File: src/psq_pkg.sv
// Shared types and constants for the P-square quantile estimator.
// Used by psq_muldiv and the top level; no dependencies.
`timescale 1ns / 1ps
`default_nettype none
package psq_pkg;

    localparam int MD_W = 64;                    // shared unit operand width
    localparam int FRAC = 17;                    // desired position fraction bits
    localparam int SLOPE_SHIFT = 16;             // extra slope fraction bits
    localparam logic [15:0] P_RESET = 16'd32768;
    localparam logic [MD_W-1:0] SLOPE_SCALE = MD_W'(65536);

    typedef enum logic [2:0] {
        ST_IDLE,
        ST_EVAL,
        ST_REQ,
        ST_WAIT,
        ST_APPLY,
        ST_DONE
    } seq_state_t;

    typedef enum logic [2:0] {
        OP_S1,
        OP_S0,
        OP_T1,
        OP_T0,
        OP_LIN
    } op_t;

    typedef enum logic [1:0] {
        MD_IDLE,
        MD_MUL,
        MD_DIV,
        MD_DONE
    } md_state_t;

    typedef struct packed {
        logic            start;
        logic [MD_W-1:0] a;
        logic [MD_W-1:0] b;
        logic [MD_W-1:0] c;
    } md_req_t;

    typedef struct packed {
        logic            done;
        logic [MD_W-1:0] q;
    } md_rsp_t;

endpackage
`default_nettype wire

File: src/psq_muldiv.sv
// Shared iterative unit: floor(a*b/c), saturating, c of zero gives all ones.
// Shift-add multiply one multiplier bit a cycle, then restoring divide. Uses psq_pkg.
`timescale 1ns / 1ps
`default_nettype none
module psq_muldiv
(
    input  wire logic             clk,
    input  wire logic             rst_n,
    input  wire psq_pkg::md_req_t req,
    output psq_pkg::md_rsp_t      rsp
);

    localparam int W  = psq_pkg::MD_W;
    localparam int CW = $clog2(W);

    psq_pkg::md_state_t state_reg, state_next;
    logic [2*W-1:0] acc_reg, acc_next;
    logic [2*W-1:0] mcand_reg, mcand_next;
    logic [W-1:0]   mplier_reg, mplier_next;
    logic [W-1:0]   div_reg, div_next;
    logic [W-1:0]   rem_reg, rem_next;
    logic [W-1:0]   lo_reg, lo_next;
    logic [W-1:0]   q_reg, q_next;
    logic [CW-1:0]  cnt_reg, cnt_next;
    logic [W-1:0]   hi;
    logic [W-1:0]   r2;

    always_ff @(posedge clk or negedge rst_n)
    begin
        if (!rst_n)
        begin
            state_reg <= psq_pkg::MD_IDLE;
        end
        else
        begin
            state_reg <= state_next;
        end
    end

    always_ff @(posedge clk)
    begin
        acc_reg    <= acc_next;
        mcand_reg  <= mcand_next;
        mplier_reg <= mplier_next;
        div_reg    <= div_next;
        rem_reg    <= rem_next;
        lo_reg     <= lo_next;
        q_reg      <= q_next;
        cnt_reg    <= cnt_next;
    end

    always_comb
    begin
        state_next  = state_reg;
        acc_next    = acc_reg;
        mcand_next  = mcand_reg;
        mplier_next = mplier_reg;
        div_next    = div_reg;
        rem_next    = rem_reg;
        lo_next     = lo_reg;
        q_next      = q_reg;
        cnt_next    = cnt_reg;
        hi          = acc_reg[2*W-1:W];
        r2          = {rem_reg[W-2:0], lo_reg[W-1]};
        case (state_reg)
            psq_pkg::MD_IDLE:
            begin
                if (req.start)
                begin
                    acc_next    = '0;
                    mcand_next  = {{W{1'b0}}, req.a};
                    mplier_next = req.b;
                    div_next    = req.c;
                    state_next  = psq_pkg::MD_MUL;
                end
            end
            psq_pkg::MD_MUL:
            begin
                if (mplier_reg == '0)
                begin
                    // overflowing quotient or zero divisor saturates
                    if (div_reg == '0 || hi >= div_reg)
                    begin
                        q_next     = '1;
                        state_next = psq_pkg::MD_DONE;
                    end
                    else
                    begin
                        rem_next   = hi;
                        lo_next    = acc_reg[W-1:0];
                        q_next     = '0;
                        cnt_next   = '0;
                        state_next = psq_pkg::MD_DIV;
                    end
                end
                else
                begin
                    if (mplier_reg[0])
                    begin
                        acc_next = acc_reg + mcand_reg;
                    end
                    mcand_next  = {mcand_reg[2*W-2:0], 1'b0};
                    mplier_next = {1'b0, mplier_reg[W-1:1]};
                end
            end
            psq_pkg::MD_DIV:
            begin
                if (rem_reg[W-1] || r2 >= div_reg)
                begin
                    rem_next = r2 - div_reg;
                    q_next   = {q_reg[W-2:0], 1'b1};
                end
                else
                begin
                    rem_next = r2;
                    q_next   = {q_reg[W-2:0], 1'b0};
                end
                lo_next  = {lo_reg[W-2:0], 1'b0};
                cnt_next = cnt_reg + CW'(1);
                if (cnt_reg == CW'(W - 1))
                begin
                    state_next = psq_pkg::MD_DONE;
                end
            end
            psq_pkg::MD_DONE:
            begin
                state_next = psq_pkg::MD_IDLE;
            end
            default:
            begin
                state_next = psq_pkg::MD_IDLE;
            end
        endcase
    end

    assign rsp.done = (state_reg == psq_pkg::MD_DONE);
    assign rsp.q    = q_reg;

endmodule
`default_nettype wire

File: src/p_square_quantile_estimator_core.sv
// Top level of the five-marker P-square running quantile estimator.
// Depends on psq_pkg and psq_muldiv.
//
// Usage:
//   Input channel (in_valid/in_ready, sample): one signed Q16.16 observation
//   per transaction. Output channel (out_valid/out_ready, estimate, ready_res):
//   exactly one result per input transaction, in order.
//   Config channel (cfg_valid/cfg_ready, cfg_data): writes quantile_p,
//   p = cfg_data / 65536; always ready, write only while the block is idle.
// Sequencing:
//   One item at a time. A warm-up sample goes from the idle state through the
//   done state to the output register. A later sample is checked against each
//   of the three inner markers in turn and, for each inner marker that moves,
//   takes four or five passes through the shared mul/div unit, each a shift-add
//   multiply and, unless the quotient saturates, a 64-step divide.
// Reset: markers cleared, positions 1..5, quantile_p = 0.5, no result pending.
// Stall: a finished result sits in the output register; the next input is
//   taken meanwhile, and its result waits until the register frees up.
`timescale 1ns / 1ps
`default_nettype none
module p_square_quantile_estimator_core
#(
    parameter int SAMPLE_WIDTH   = 32,
    parameter int POSITION_WIDTH = 32
)
(
    input  wire logic                           clk,
    input  wire logic                           rst_n,
    input  wire logic                           in_valid,
    output logic                                in_ready,
    input  wire logic signed [SAMPLE_WIDTH-1:0] sample,
    output logic                                out_valid,
    input  wire logic                           out_ready,
    output logic signed [31:0]                  estimate,
    output logic                                ready_res,
    input  wire logic                           cfg_valid,
    output logic                                cfg_ready,
    input  wire logic [15:0]                    cfg_data
);

    localparam int SW   = SAMPLE_WIDTH;
    localparam int PW   = POSITION_WIDTH;
    localparam int FR   = psq_pkg::FRAC;
    localparam int MW   = psq_pkg::MD_W;
    localparam int DW   = (PW + FR > MW) ? MW : PW + FR;
    localparam logic [PW-1:0] PMAX = {PW{1'b1}};
    localparam logic [DW-1:0] DCAP = (PW + FR >= MW) ? {DW{1'b1}}
                                   : DW'({{PW{1'b1}}, {FR{1'b0}}});
    localparam logic [DW-1:0] ONE  = DW'(1) << FR;

    psq_pkg::seq_state_t state_reg, state_next;
    psq_pkg::op_t        op_reg, op_next;

    logic signed [SW-1:0] h_reg [5];
    logic signed [SW-1:0] h_next [5];
    logic [PW-1:0]        pos_reg [5];
    logic [PW-1:0]        pos_next [5];
    logic [DW-1:0]        des_reg [5];
    logic [DW-1:0]        des_next [5];
    logic [2:0]           wcnt_reg, wcnt_next;
    logic [15:0]          p_reg, p_next;
    logic [1:0]           j_reg, j_next;
    logic                 up_reg, up_next;
    logic [MW-1:0]        s1_reg, s1_next;
    logic [MW-1:0]        s0_reg, s0_next;
    logic [MW-1:0]        t1_reg, t1_next;
    logic [MW-1:0]        move_reg, move_next;
    logic                 out_valid_reg, out_valid_next;
    logic signed [31:0]   est_reg, est_next;
    logic                 rdy_reg, rdy_next;

    psq_pkg::md_req_t md_req;
    psq_pkg::md_rsp_t md_rsp;

    // neighborhood of the marker under adjustment
    logic signed [SW-1:0] hl, hm, hh;
    logic [PW-1:0]        nl, nm, nh;
    logic [DW-1:0]        dm;
    logic [MW-1:0]        n64, nint64, nceil64;
    logic [PW-1:0]        w1, w0;
    logic [PW:0]          bw, cw, wsum;
    logic [SW-1:0]        d1, d0;
    logic [MW-1:0]        dq1, dq0;
    logic                 adj_up, adj_down;
    logic [MW:0]          sum_full;
    logic [MW-1:0]        delta;
    logic                 ok;

    always_ff @(posedge clk or negedge rst_n)
    begin
        if (!rst_n)
        begin
            state_reg     <= psq_pkg::ST_IDLE;
            op_reg        <= psq_pkg::OP_S1;
            wcnt_reg      <= '0;
            p_reg         <= psq_pkg::P_RESET;
            j_reg         <= 2'd1;
            up_reg        <= 1'b0;
            out_valid_reg <= 1'b0;
            for (int i = 0; i < 5; i++)
            begin
                h_reg[i]   <= '0;
                pos_reg[i] <= PW'(i + 1);
                des_reg[i] <= '0;
            end
        end
        else
        begin
            state_reg     <= state_next;
            op_reg        <= op_next;
            wcnt_reg      <= wcnt_next;
            p_reg         <= p_next;
            j_reg         <= j_next;
            up_reg        <= up_next;
            out_valid_reg <= out_valid_next;
            for (int i = 0; i < 5; i++)
            begin
                h_reg[i]   <= h_next[i];
                pos_reg[i] <= pos_next[i];
                des_reg[i] <= des_next[i];
            end
        end
    end

    always_ff @(posedge clk)
    begin
        s1_reg   <= s1_next;
        s0_reg   <= s0_next;
        t1_reg   <= t1_next;
        move_reg <= move_next;
        est_reg  <= est_next;
        rdy_reg  <= rdy_next;
    end

    psq_muldiv u_muldiv
    (
        .clk   (clk),
        .rst_n (rst_n),
        .req   (md_req),
        .rsp   (md_rsp)
    );

    // marker neighborhood and move decision
    always_comb
    begin
        case (j_reg)
            2'd1:
            begin
                hl = h_reg[0];   hm = h_reg[1];   hh = h_reg[2];
                nl = pos_reg[0]; nm = pos_reg[1]; nh = pos_reg[2];
                dm = des_reg[1];
            end
            2'd2:
            begin
                hl = h_reg[1];   hm = h_reg[2];   hh = h_reg[3];
                nl = pos_reg[1]; nm = pos_reg[2]; nh = pos_reg[3];
                dm = des_reg[2];
            end
            default:
            begin
                hl = h_reg[2];   hm = h_reg[3];   hh = h_reg[4];
                nl = pos_reg[2]; nm = pos_reg[3]; nh = pos_reg[4];
                dm = des_reg[3];
            end
        endcase
        n64     = MW'(nm);
        nint64  = MW'(dm[DW-1:FR]);
        nceil64 = nint64 + MW'(|dm[FR-1:0]);
        w1      = (nh > nm) ? nh - nm : '0;
        w0      = (nm > nl) ? nm - nl : '0;
        adj_up   = (nint64 > n64) && (w1 > PW'(1));
        adj_down = (nceil64 < n64) && (w0 > PW'(1));
        d1      = SW'(hh - hm);
        d0      = SW'(hm - hl);
        dq1     = (hh > hm) ? MW'(d1) : '0;
        dq0     = (hm > hl) ? MW'(d0) : '0;
        bw      = up_reg ? {1'b0, w0} + (PW+1)'(1) : {1'b0, w0} - (PW+1)'(1);
        cw      = up_reg ? {1'b0, w1} - (PW+1)'(1) : {1'b0, w1} + (PW+1)'(1);
        wsum    = {1'b0, w0} + {1'b0, w1};
        sum_full = {1'b0, t1_reg} + {1'b0, md_rsp.q};
        delta    = (sum_full[MW] ? {MW{1'b1}} : sum_full[MW-1:0]) >> psq_pkg::SLOPE_SHIFT;
        ok       = up_reg ? (delta < dq1 && (dq0 != '0 || delta != '0))
                          : (delta < dq0 && (dq1 != '0 || delta != '0));
    end

    // shared unit operands
    always_comb
    begin
        md_req.start = (state_reg == psq_pkg::ST_REQ);
        case (op_reg)
            psq_pkg::OP_S1:
            begin
                md_req.a = dq1; md_req.b = psq_pkg::SLOPE_SCALE; md_req.c = MW'(w1);
            end
            psq_pkg::OP_S0:
            begin
                md_req.a = dq0; md_req.b = psq_pkg::SLOPE_SCALE; md_req.c = MW'(w0);
            end
            psq_pkg::OP_T1:
            begin
                md_req.a = s1_reg; md_req.b = MW'(bw); md_req.c = MW'(wsum);
            end
            psq_pkg::OP_T0:
            begin
                md_req.a = s0_reg; md_req.b = MW'(cw); md_req.c = MW'(wsum);
            end
            default:
            begin
                md_req.a = up_reg ? dq1 : dq0;
                md_req.b = MW'(1);
                md_req.c = up_reg ? MW'(w1) : MW'(w0);
            end
        endcase
    end

    // sequencer
    always_comb
    begin
        logic signed [SW-1:0] x;
        logic [2:0]           ins;
        logic [2:0]           wnew;
        logic [1:0]           k;
        logic [DW:0]          dsum;
        logic [DW-1:0]        step [5];

        x    = sample;
        ins  = '0;
        wnew = wcnt_reg + 3'd1;
        k    = '0;
        dsum = '0;
        step[0] = '0;
        step[1] = DW'(p_reg);
        step[2] = DW'({p_reg, 1'b0});
        step[3] = (ONE >> 1) + DW'(p_reg);
        step[4] = ONE;

        state_next     = state_reg;
        op_next        = op_reg;
        wcnt_next      = wcnt_reg;
        p_next         = p_reg;
        j_next         = j_reg;
        up_next        = up_reg;
        s1_next        = s1_reg;
        s0_next        = s0_reg;
        t1_next        = t1_reg;
        move_next      = move_reg;
        est_next       = est_reg;
        rdy_next       = rdy_reg;
        out_valid_next = out_valid_reg;
        for (int i = 0; i < 5; i++)
        begin
            h_next[i]   = h_reg[i];
            pos_next[i] = pos_reg[i];
            des_next[i] = des_reg[i];
        end

        if (cfg_valid)
        begin
            p_next = cfg_data;
        end
        if (out_valid_reg && out_ready)
        begin
            out_valid_next = 1'b0;
        end

        case (state_reg)
            psq_pkg::ST_IDLE:
            begin
                if (in_valid)
                begin
                    if (wcnt_reg < 3'd5)
                    begin
                        // sorted insert, after equal entries
                        for (int i = 0; i < 4; i++)
                        begin
                            if (3'(i) < wcnt_reg && h_reg[i] <= x)
                            begin
                                ins = ins + 3'd1;
                            end
                        end
                        if (ins == 3'd0)
                        begin
                            h_next[0] = x;
                        end
                        for (int i = 1; i < 5; i++)
                        begin
                            if (3'(i) == ins)
                            begin
                                h_next[i] = x;
                            end
                            else if (3'(i) > ins && 3'(i) <= wcnt_reg)
                            begin
                                h_next[i] = h_reg[i-1];
                            end
                        end
                        wcnt_next = wnew;
                        if (wnew == 3'd5)
                        begin
                            des_next[0] = ONE;
                            des_next[1] = ONE + DW'({p_reg, 2'b00});
                            des_next[2] = ONE + DW'({p_reg, 3'b000});
                            des_next[3] = (ONE << 1) + ONE + DW'({p_reg, 2'b00});
                            des_next[4] = (ONE << 2) + ONE;
                        end
                        state_next = psq_pkg::ST_DONE;
                    end
                    else
                    begin
                        if (x < h_reg[0])
                        begin
                            h_next[0] = x;
                            k = 2'd0;
                        end
                        else if (x >= h_reg[4])
                        begin
                            h_next[4] = x;
                            k = 2'd3;
                        end
                        else
                        begin
                            k = 2'(h_reg[1] <= x) + 2'(h_reg[2] <= x) + 2'(h_reg[3] <= x);
                        end
                        for (int i = 1; i < 5; i++)
                        begin
                            if (3'(i) > {1'b0, k} && pos_reg[i] < PMAX)
                            begin
                                pos_next[i] = pos_reg[i] + PW'(1);
                            end
                        end
                        for (int i = 0; i < 5; i++)
                        begin
                            dsum = {1'b0, des_reg[i]} + {1'b0, step[i]};
                            des_next[i] = (dsum > {1'b0, DCAP}) ? DCAP : dsum[DW-1:0];
                        end
                        j_next     = 2'd1;
                        state_next = psq_pkg::ST_EVAL;
                    end
                end
            end
            psq_pkg::ST_EVAL:
            begin
                if (adj_up || adj_down)
                begin
                    up_next    = adj_up;
                    op_next    = psq_pkg::OP_S1;
                    state_next = psq_pkg::ST_REQ;
                end
                else if (j_reg == 2'd3)
                begin
                    state_next = psq_pkg::ST_DONE;
                end
                else
                begin
                    j_next = j_reg + 2'd1;
                end
            end
            psq_pkg::ST_REQ:
            begin
                state_next = psq_pkg::ST_WAIT;
            end
            psq_pkg::ST_WAIT:
            begin
                if (md_rsp.done)
                begin
                    case (op_reg)
                        psq_pkg::OP_S1:
                        begin
                            s1_next    = md_rsp.q;
                            op_next    = psq_pkg::OP_S0;
                            state_next = psq_pkg::ST_REQ;
                        end
                        psq_pkg::OP_S0:
                        begin
                            s0_next    = md_rsp.q;
                            op_next    = psq_pkg::OP_T1;
                            state_next = psq_pkg::ST_REQ;
                        end
                        psq_pkg::OP_T1:
                        begin
                            t1_next    = md_rsp.q;
                            op_next    = psq_pkg::OP_T0;
                            state_next = psq_pkg::ST_REQ;
                        end
                        psq_pkg::OP_T0:
                        begin
                            // fall back to the linear step if the parabola overshoots
                            if (ok)
                            begin
                                move_next  = delta;
                                state_next = psq_pkg::ST_APPLY;
                            end
                            else
                            begin
                                op_next    = psq_pkg::OP_LIN;
                                state_next = psq_pkg::ST_REQ;
                            end
                        end
                        default:
                        begin
                            move_next  = md_rsp.q;
                            state_next = psq_pkg::ST_APPLY;
                        end
                    endcase
                end
            end
            psq_pkg::ST_APPLY:
            begin
                h_next[3'(j_reg)]   = up_reg ? hm + SW'(move_reg) : hm - SW'(move_reg);
                pos_next[3'(j_reg)] = up_reg ? nm + PW'(1) : nm - PW'(1);
                if (j_reg == 2'd3)
                begin
                    state_next = psq_pkg::ST_DONE;
                end
                else
                begin
                    j_next     = j_reg + 2'd1;
                    state_next = psq_pkg::ST_EVAL;
                end
            end
            psq_pkg::ST_DONE:
            begin
                // hold until the output register is free
                if (!out_valid_reg || out_ready)
                begin
                    out_valid_next = 1'b1;
                    est_next       = (wcnt_reg == 3'd5) ? 32'(h_reg[2]) : '0;
                    rdy_next       = (wcnt_reg == 3'd5);
                    state_next     = psq_pkg::ST_IDLE;
                end
            end
            default:
            begin
                state_next = psq_pkg::ST_IDLE;
            end
        endcase
    end

    assign in_ready  = (state_reg == psq_pkg::ST_IDLE);
    assign cfg_ready = 1'b1;
    assign out_valid = out_valid_reg;
    assign estimate  = est_reg;
    assign ready_res = rdy_reg;

endmodule
`default_nettype wire

File: config.mk
export PLATFORM = sky130hd
export DESIGN_NAME = p_square_quantile_estimator_core
export DESIGN_NICKNAME = d
export VERILOG_FILES = /design/src/psq_pkg.sv /design/src/psq_muldiv.sv /design/src/p_square_quantile_estimator_core.sv
export SDC_FILE = /design/constraint.sdc
export NUM_CORES = 2
export LEC_CHECK = 0
export ABC_CLOCK_PERIOD_IN_PS = 12660
export BUFFER_PORTS_ARGS = -buffer_cell sky130_fd_sc_hd__clkbuf_2
export CORE_MARGIN = 3
export CORE_UTILIZATION = 40
export CTS_CLUSTER_DIAMETER = 80
export CTS_CLUSTER_SIZE = 12
export DETAILED_ROUTE_END_ITERATION = 6
export PLACE_DENSITY_LB_ADDON = 0.2
export SYNTH_ARGS = -nofsm -noshare
export SYNTH_HDL_FRONTEND = slang
export SYNTH_SLANG_ARGS = --single-unit
export TNS_END_PERCENT = 50
File: constraint.sdc
create_clock -name clk -period 12.66 [get_ports clk]
set_input_delay 0.633 -clock clk [delete_from_list [all_inputs] [get_ports clk]]
set_output_delay 0.633 -clock clk [all_outputs]
set_load 0.005 [all_outputs]
Word-level counts from Yosys, hierarchy flattened
Cells that the tools add are included.
{"block": "op_classes", "mux": 130, "add_sub_neg": 37, "bitwise": 2, "eq_ne": 51, "n_lt_le_gt_ge": 45, "reduce_logical": 68}
{"operator": "two-way mux 128 bit", "count": 7}
{"operator": "two-way mux 32 bit", "count": 28}
{"operator": "one-hot mux 128 bit (2 select lines)", "count": 3}
{"operator": "one-hot mux 192 bit (4 select lines)", "count": 1}
{"operator": "two-way mux 64 bit", "count": 10}
{"operator": "one-hot mux 64 bit (2 select lines)", "count": 4}
{"operator": "two-way mux 245 bit", "count": 2}
{"operator": "one-hot mux 32 bit (2 select lines)", "count": 7}
{"operator": "bitwise mux 160 bit", "count": 2}
{"operator": "one-hot mux 160 bit (2 select lines)", "count": 1}
{"operator": "two-way mux 49 bit", "count": 5}
{"operator": "> comparator 50 x 49 -> 1 bit (second input constant)", "count": 4}
{"operator": "nonzero test 64 bit", "count": 3}
{"operator": "adder 32 x 1 -> 32 bit (second input constant)", "count": 5}
{"operator": "> comparator 32 bit", "count": 5}
{"operator": "two-way mux 160 bit", "count": 1}
{"operator": "subtractor 32 bit", "count": 5}
{"operator": "adder 128 bit", "count": 1}
{"operator": "greater-or-equal comparator 64 bit", "count": 2}
{"operator": "<= comparator 32 bit", "count": 4}
{"operator": "logical NOT 64 bit", "count": 2}
{"operator": "< comparator 32 bit (second input constant)", "count": 4}
{"operator": "one-hot mux 49 bit (2 select lines)", "count": 1}
{"operator": "demux 32 bit (select 3 bit)", "count": 1}
{"operator": "other kinds (83)", "count": 225}
{"block": "totals", "regBits": 1435, "elab_cells": 370, "in_bits": 53, "out_inout_bits": 36}

Depth between registers and ports, before layout
{"block": "depth", "depth_word": 28, "ltp_mapped": 43, "mapped_depth_nobuf": 31}

Cells and area by module
Synthesis repeated with hierarchy kept, for this count alone.
{"block": "hier_totals", "cells_unflattened": 12647, "hier_area_um2": 109382.4}
{"mod": "p_square_quantile_estimator_core", "area_per_inst_um2": 72264.3, "n_inst": 1, "seq_area_each_um2": 20115.5, "cells_per_inst": 9054}
{"mod": "psq_muldiv", "area_per_inst_um2": 37118.1, "n_inst": 1, "seq_area_each_um2": 17526.8, "cells_per_inst": 3593}

Worst setup path before layout
No wires, ideal clock.
{"block": "synth_path", "path_type": "register to register", "start": "reg j_reg[0]", "end": "reg u_muldiv.div_reg[28] (data pin)", "stages_incl_launch_ff": 39, "n_path_buf": 12, "t_required_ns": 12.386, "arrival_ns": 9.225, "setup_ns": 0.274, "period_less_slack_ns": 9.499, "slack_ns": 3.161, "cell_sequence": "dfstp_2 inv_1 ha_1 buf_2 buf_2 buf_2 buf_2 buf_1 buf_2 clkbuf_1 clkbuf_1 clkbuf_1 clkbuf_1 nor2_1 a21oi_1 inv_1 fa_1 a211oi_1 (+3 left out) o21ai_1 clkbuf_1 clkbuf_1 nor2_1 ha_1 fa_1 a21o_1 a21oi_1 nor2b_1 o21a_1 o21a_1 o211ai_1 a31oi_1 a21oi_1 o21ai_0 or2_2 a311oi_1 a31oi_1"}
{"item": "start, declared", "line_no": "p_square_quantile_estimator_core.sv:62", "rtl": "logic [1:0] j_reg, j_next;"}
{"item": "start signal, assigned", "line_no": "p_square_quantile_estimator_core.sv:113", "rtl": "j_reg <= j_next;"}
{"item": "end signal, assigned", "line_no": "psq_muldiv.sv:45", "rtl": "div_reg <= div_next;"}
{"item": "end, declared", "line_no": "psq_muldiv.sv:20", "rtl": "logic [W-1:0] div_reg, div_next;"}

Worst setup path in the final report
{"block": "layout_path", "start": "reg j_reg[1]", "end": "reg move_reg[17], enable pin"}
{"block": "layout_between", "elab_chain_len": 10, "elab_cells_between_ends": 22, "classes_between": "2 x add/sub; 4 x order compare; 3 x eq/ne; 6 x mux; 7 x reduce/logical"}
{"item": "parallel branches: the longest is 7 deep, another holds < comparator 48 x 32 -> 1 bit"}
{"item": "two-way mux 1 bit *", "line_no": "p_square_quantile_estimator_core.sv:182", "rtl": "ok = up_reg ? (delta < dq1 && (dq0 != '0 || delta != '0))"}
{"item": "!= test 2 bit (no source line) *"}
{"item": "AND reduction 4 bit (no source line) *"}
{"item": "end signal, assigned", "line_no": "p_square_quantile_estimator_core.sv:130", "rtl": "move_reg <= move_next;"}
{"item": "end, declared", "line_no": "p_square_quantile_estimator_core.sv:67", "rtl": "logic [MW-1:0] move_reg, move_next;"}
Mark *: on every way between the ends.
A chain may end at the register's enable or synchronous reset.

==> results.yml <==
worst_setup_path:
  cp_slowest_cell: "buf_4"
  cp-start-kind: "register"
  crit_arrival_ns: 9.85
  critPathMostFrequentCell: "a21oi_1"
  reg2regPathDepth: 32
  cp-end-kind: "register"
  max_stage_delay_ns: 0.76
  r2r_end: "move_reg[17]"
  critPathKind: "register to register"
  r2r-start: "j_reg[1]"
  worstPathMaxFanout: 75
  cp.required_ns: 13.13
  rrSetupSlack_ns: 3.28
synthesis:
  synth_xor_area_share_pct: 5.12
  syn_inst: 12200
  synth_top_family_by_area: "compound AO/OA/AOI/OAI gates"
  ys_warn_count: 0
  synth_compound_area_share_pct: 23.9
  synth.net_count: 13100
  yosys_register_bits: 1274
  postSynthAreaPerCell_um2: 8.51
  synthAdderAreaFrac_pct: 10.4
  synth_cell_types: 123
  yosys.area.top_type: "edfxtp_1"
  yosysSeqAreaShare_pct: 34.5
  synthFlopType: "edfxtp_1"
  synthTopCellsByCount: "a21oi_1, nor2_1, nand2_1"
  muxShareOfSynthArea_pct: 3.36
  synthArstFlopShare_pct: 39.0
  synthesis.area_um2: 104000
  synth_most_common_cell: "a21oi_1"
  synth_top_area_share_pct: 22.5
  yosys.area_share.simple_pct: 18.1
  synthTopCellsByArea: "edfxtp_1, dfrtp_1, ha_1, a21oi_1, o21ai_0"
  synth_edf_count: 777
route:
  detail-route-antenna-nets: 0
  wl_um: 389000
  drc: 1
  drt_pre_antenna_iters: 7
  via_per_inst: 6.19
  wire_per_inst_um: 25.4
  vias: 95000
  drt_iter0_drc: 9805
sta:
  maxSlewHeadroom_pct: 3.20
  tns_ns: 0
  hold_viol: 0
  finalSetupViolCount: 0
  drv_slew: 0
  rsz0062_at_grt: "no"
  min_period_ns: 9.38
  fin_crit_sh_pct: 74.1
  max_freq_mhz: 107
  fin_hold_ws_ns: 0.216
  skew_ns: 0.0603
  worst_pin_slew_ns: 1.44
floorplanning:
  num_io_pins: 89
  die_y_um: 515
  core_region_area_um2: 257000
  die_x_um: 515
  die-area_um2: 265000
  row_count: 186
  start_util_pct: 40.3
global_routing:
  grt-ovfl-total: 0
  track_usage_pct: 28.3
  grt_max_degree: 199
  antenna_found_initial: 15
  grt_pass1_vias: 91100
  grt_first_pass_wirelength_um: 581000
cts:
  htreeDepth: 4
  clkLatencyLatePin_ns: 0.84
  clockBufferDepth: 3
  clock_sinks: 1274
  cts_buffers: 137
  postCtsSetupRepairBufs: 0
  cts_root_buf: "clkbuf_16"
  cts.clk_slew.worst_paths_ns: 0.07
  cts_tree: "built"
placed_design:
  globalplace.congestion: 0.999
  hpwl_um: 295000
  place_area_um2: 107000
  port_buffers: 87
finish:
  syn_to_final_growth_pct: 7.69
  drive_above_1_share_pct: 6.04
  final_cell_area_um2: 112000
  nets: 12800
min_path:
  hold_end: "h_reg[5]"
  whs_path_depth: 3
  hold_path_startpoint: "sample[5]"
  hold_path_class: "input pin to register"
flow_run:
  maxCapViolations: 0
status:
  violations: "DRC"
  status: "complete, but fails checks"
## stage by stage
| stage | instances | setup slack [ns] | utilization [%] |
|---|---|---|---|
| floorplan | 12200 | 3.16 | - |
| global route | 15300 | 2.74 | 43.4 |
| finish | 15400 | 3.28 | 43.4 |
| CTS | 15300 | 3.30 | 43.3 |
| detailed placement | 15100 | 3.30 | 41.6 |
| global placement | 15100 | 3.36 | 41.6 |
## worst max-delay path by stage
stage                                 endpoint  depth (start not counted)  startpoint  slack, ns
after global placement            move_reg[25]                         33    j_reg[1]       3.36
final                             move_reg[17]                         32    j_reg[1]       3.28
after global routing              move_reg[14]                         32    j_reg[1]       2.74
after floorplan           u_muldiv.div_reg[28]                         38    j_reg[0]       3.16
after detailed placement          move_reg[28]                         32    j_reg[1]       3.30
after CTS                         move_reg[14]                         32    j_reg[1]       3.30
## cell families (layout without fill, tap and decap cells)
kind of cell | count (synthesis) | in the layout
other | 1 | 11
AOI/OAI and AO/OA | 3955 | 3955
xor gates and xnor gates | 606 | 606
adders and majority gates | 854 | 854
muxes | 316 | 316
DFF | 1274 | 1274
and+or+nand+nor | 3937 | 3937
buffers and inverters | 1230 | 1013
## critical path, delay by kind of cell (launching register included)
family | cells | cell delay (ns)
AO/OA/AOI/OAI | 15 | 3.39
adder cells (fa/ha/maj) | 3 | 1.10
buffers and inverters | 5 | 2.14
flip-flops | 1 | 0.42
AND/OR/NAND/NOR | 9 | 1.78
## cell type report
| cell class | instances | area (µm²) |
|---|---|---|
| Antenna cell | 10 | 25.0 |
| Timing Repair Buffer | 229 | 1630 |
| Multi-Input combinational cell | 9669 | 63400 |
| Sequential cell | 1274 | 35800 |
| Clock buffer | 181 | 3750 |
| Tap cell | 3384 | 4230 |
| Inverter | 564 | 2120 |
| Fill cell | 25500 | 146000 |
| Clock inverter | 39 | 639 |
## layout by cell type (no fill, tap or decap), types with 228 or more instances in the layout
cell and count:
a21o_1 374, a21oi_1 1178, a22oi_1 282, dfrtp_1 483, edfxtp_1 777, ha_1 833, inv_1 558, nand2_1 1104
nand3_1 302, nand4_1 228, nor2_1 1103, o21ai_0 971, xnor2_1 350, xor2_1 256
## repair_timing
action,in CTS,in global routing
hold endpoints to repair,121,0
gates resized for setup,0,0
hold buffers,17,0
## layer usage
layer | track usage, % | routed length, µm | share of wire (%)
met4 | 11.0 | 16800 | 4.3
met2 | 45.6 | 176000 | 45
met3 | 4.57 | 28500 | 7.3
met1 | 38.1 | 168000 | 43
met5 | 0 | 27 | 0.0069
Power is not shown: default switching activity piles up to over one toggle a cycle in this logic, so the estimate is an artifact.
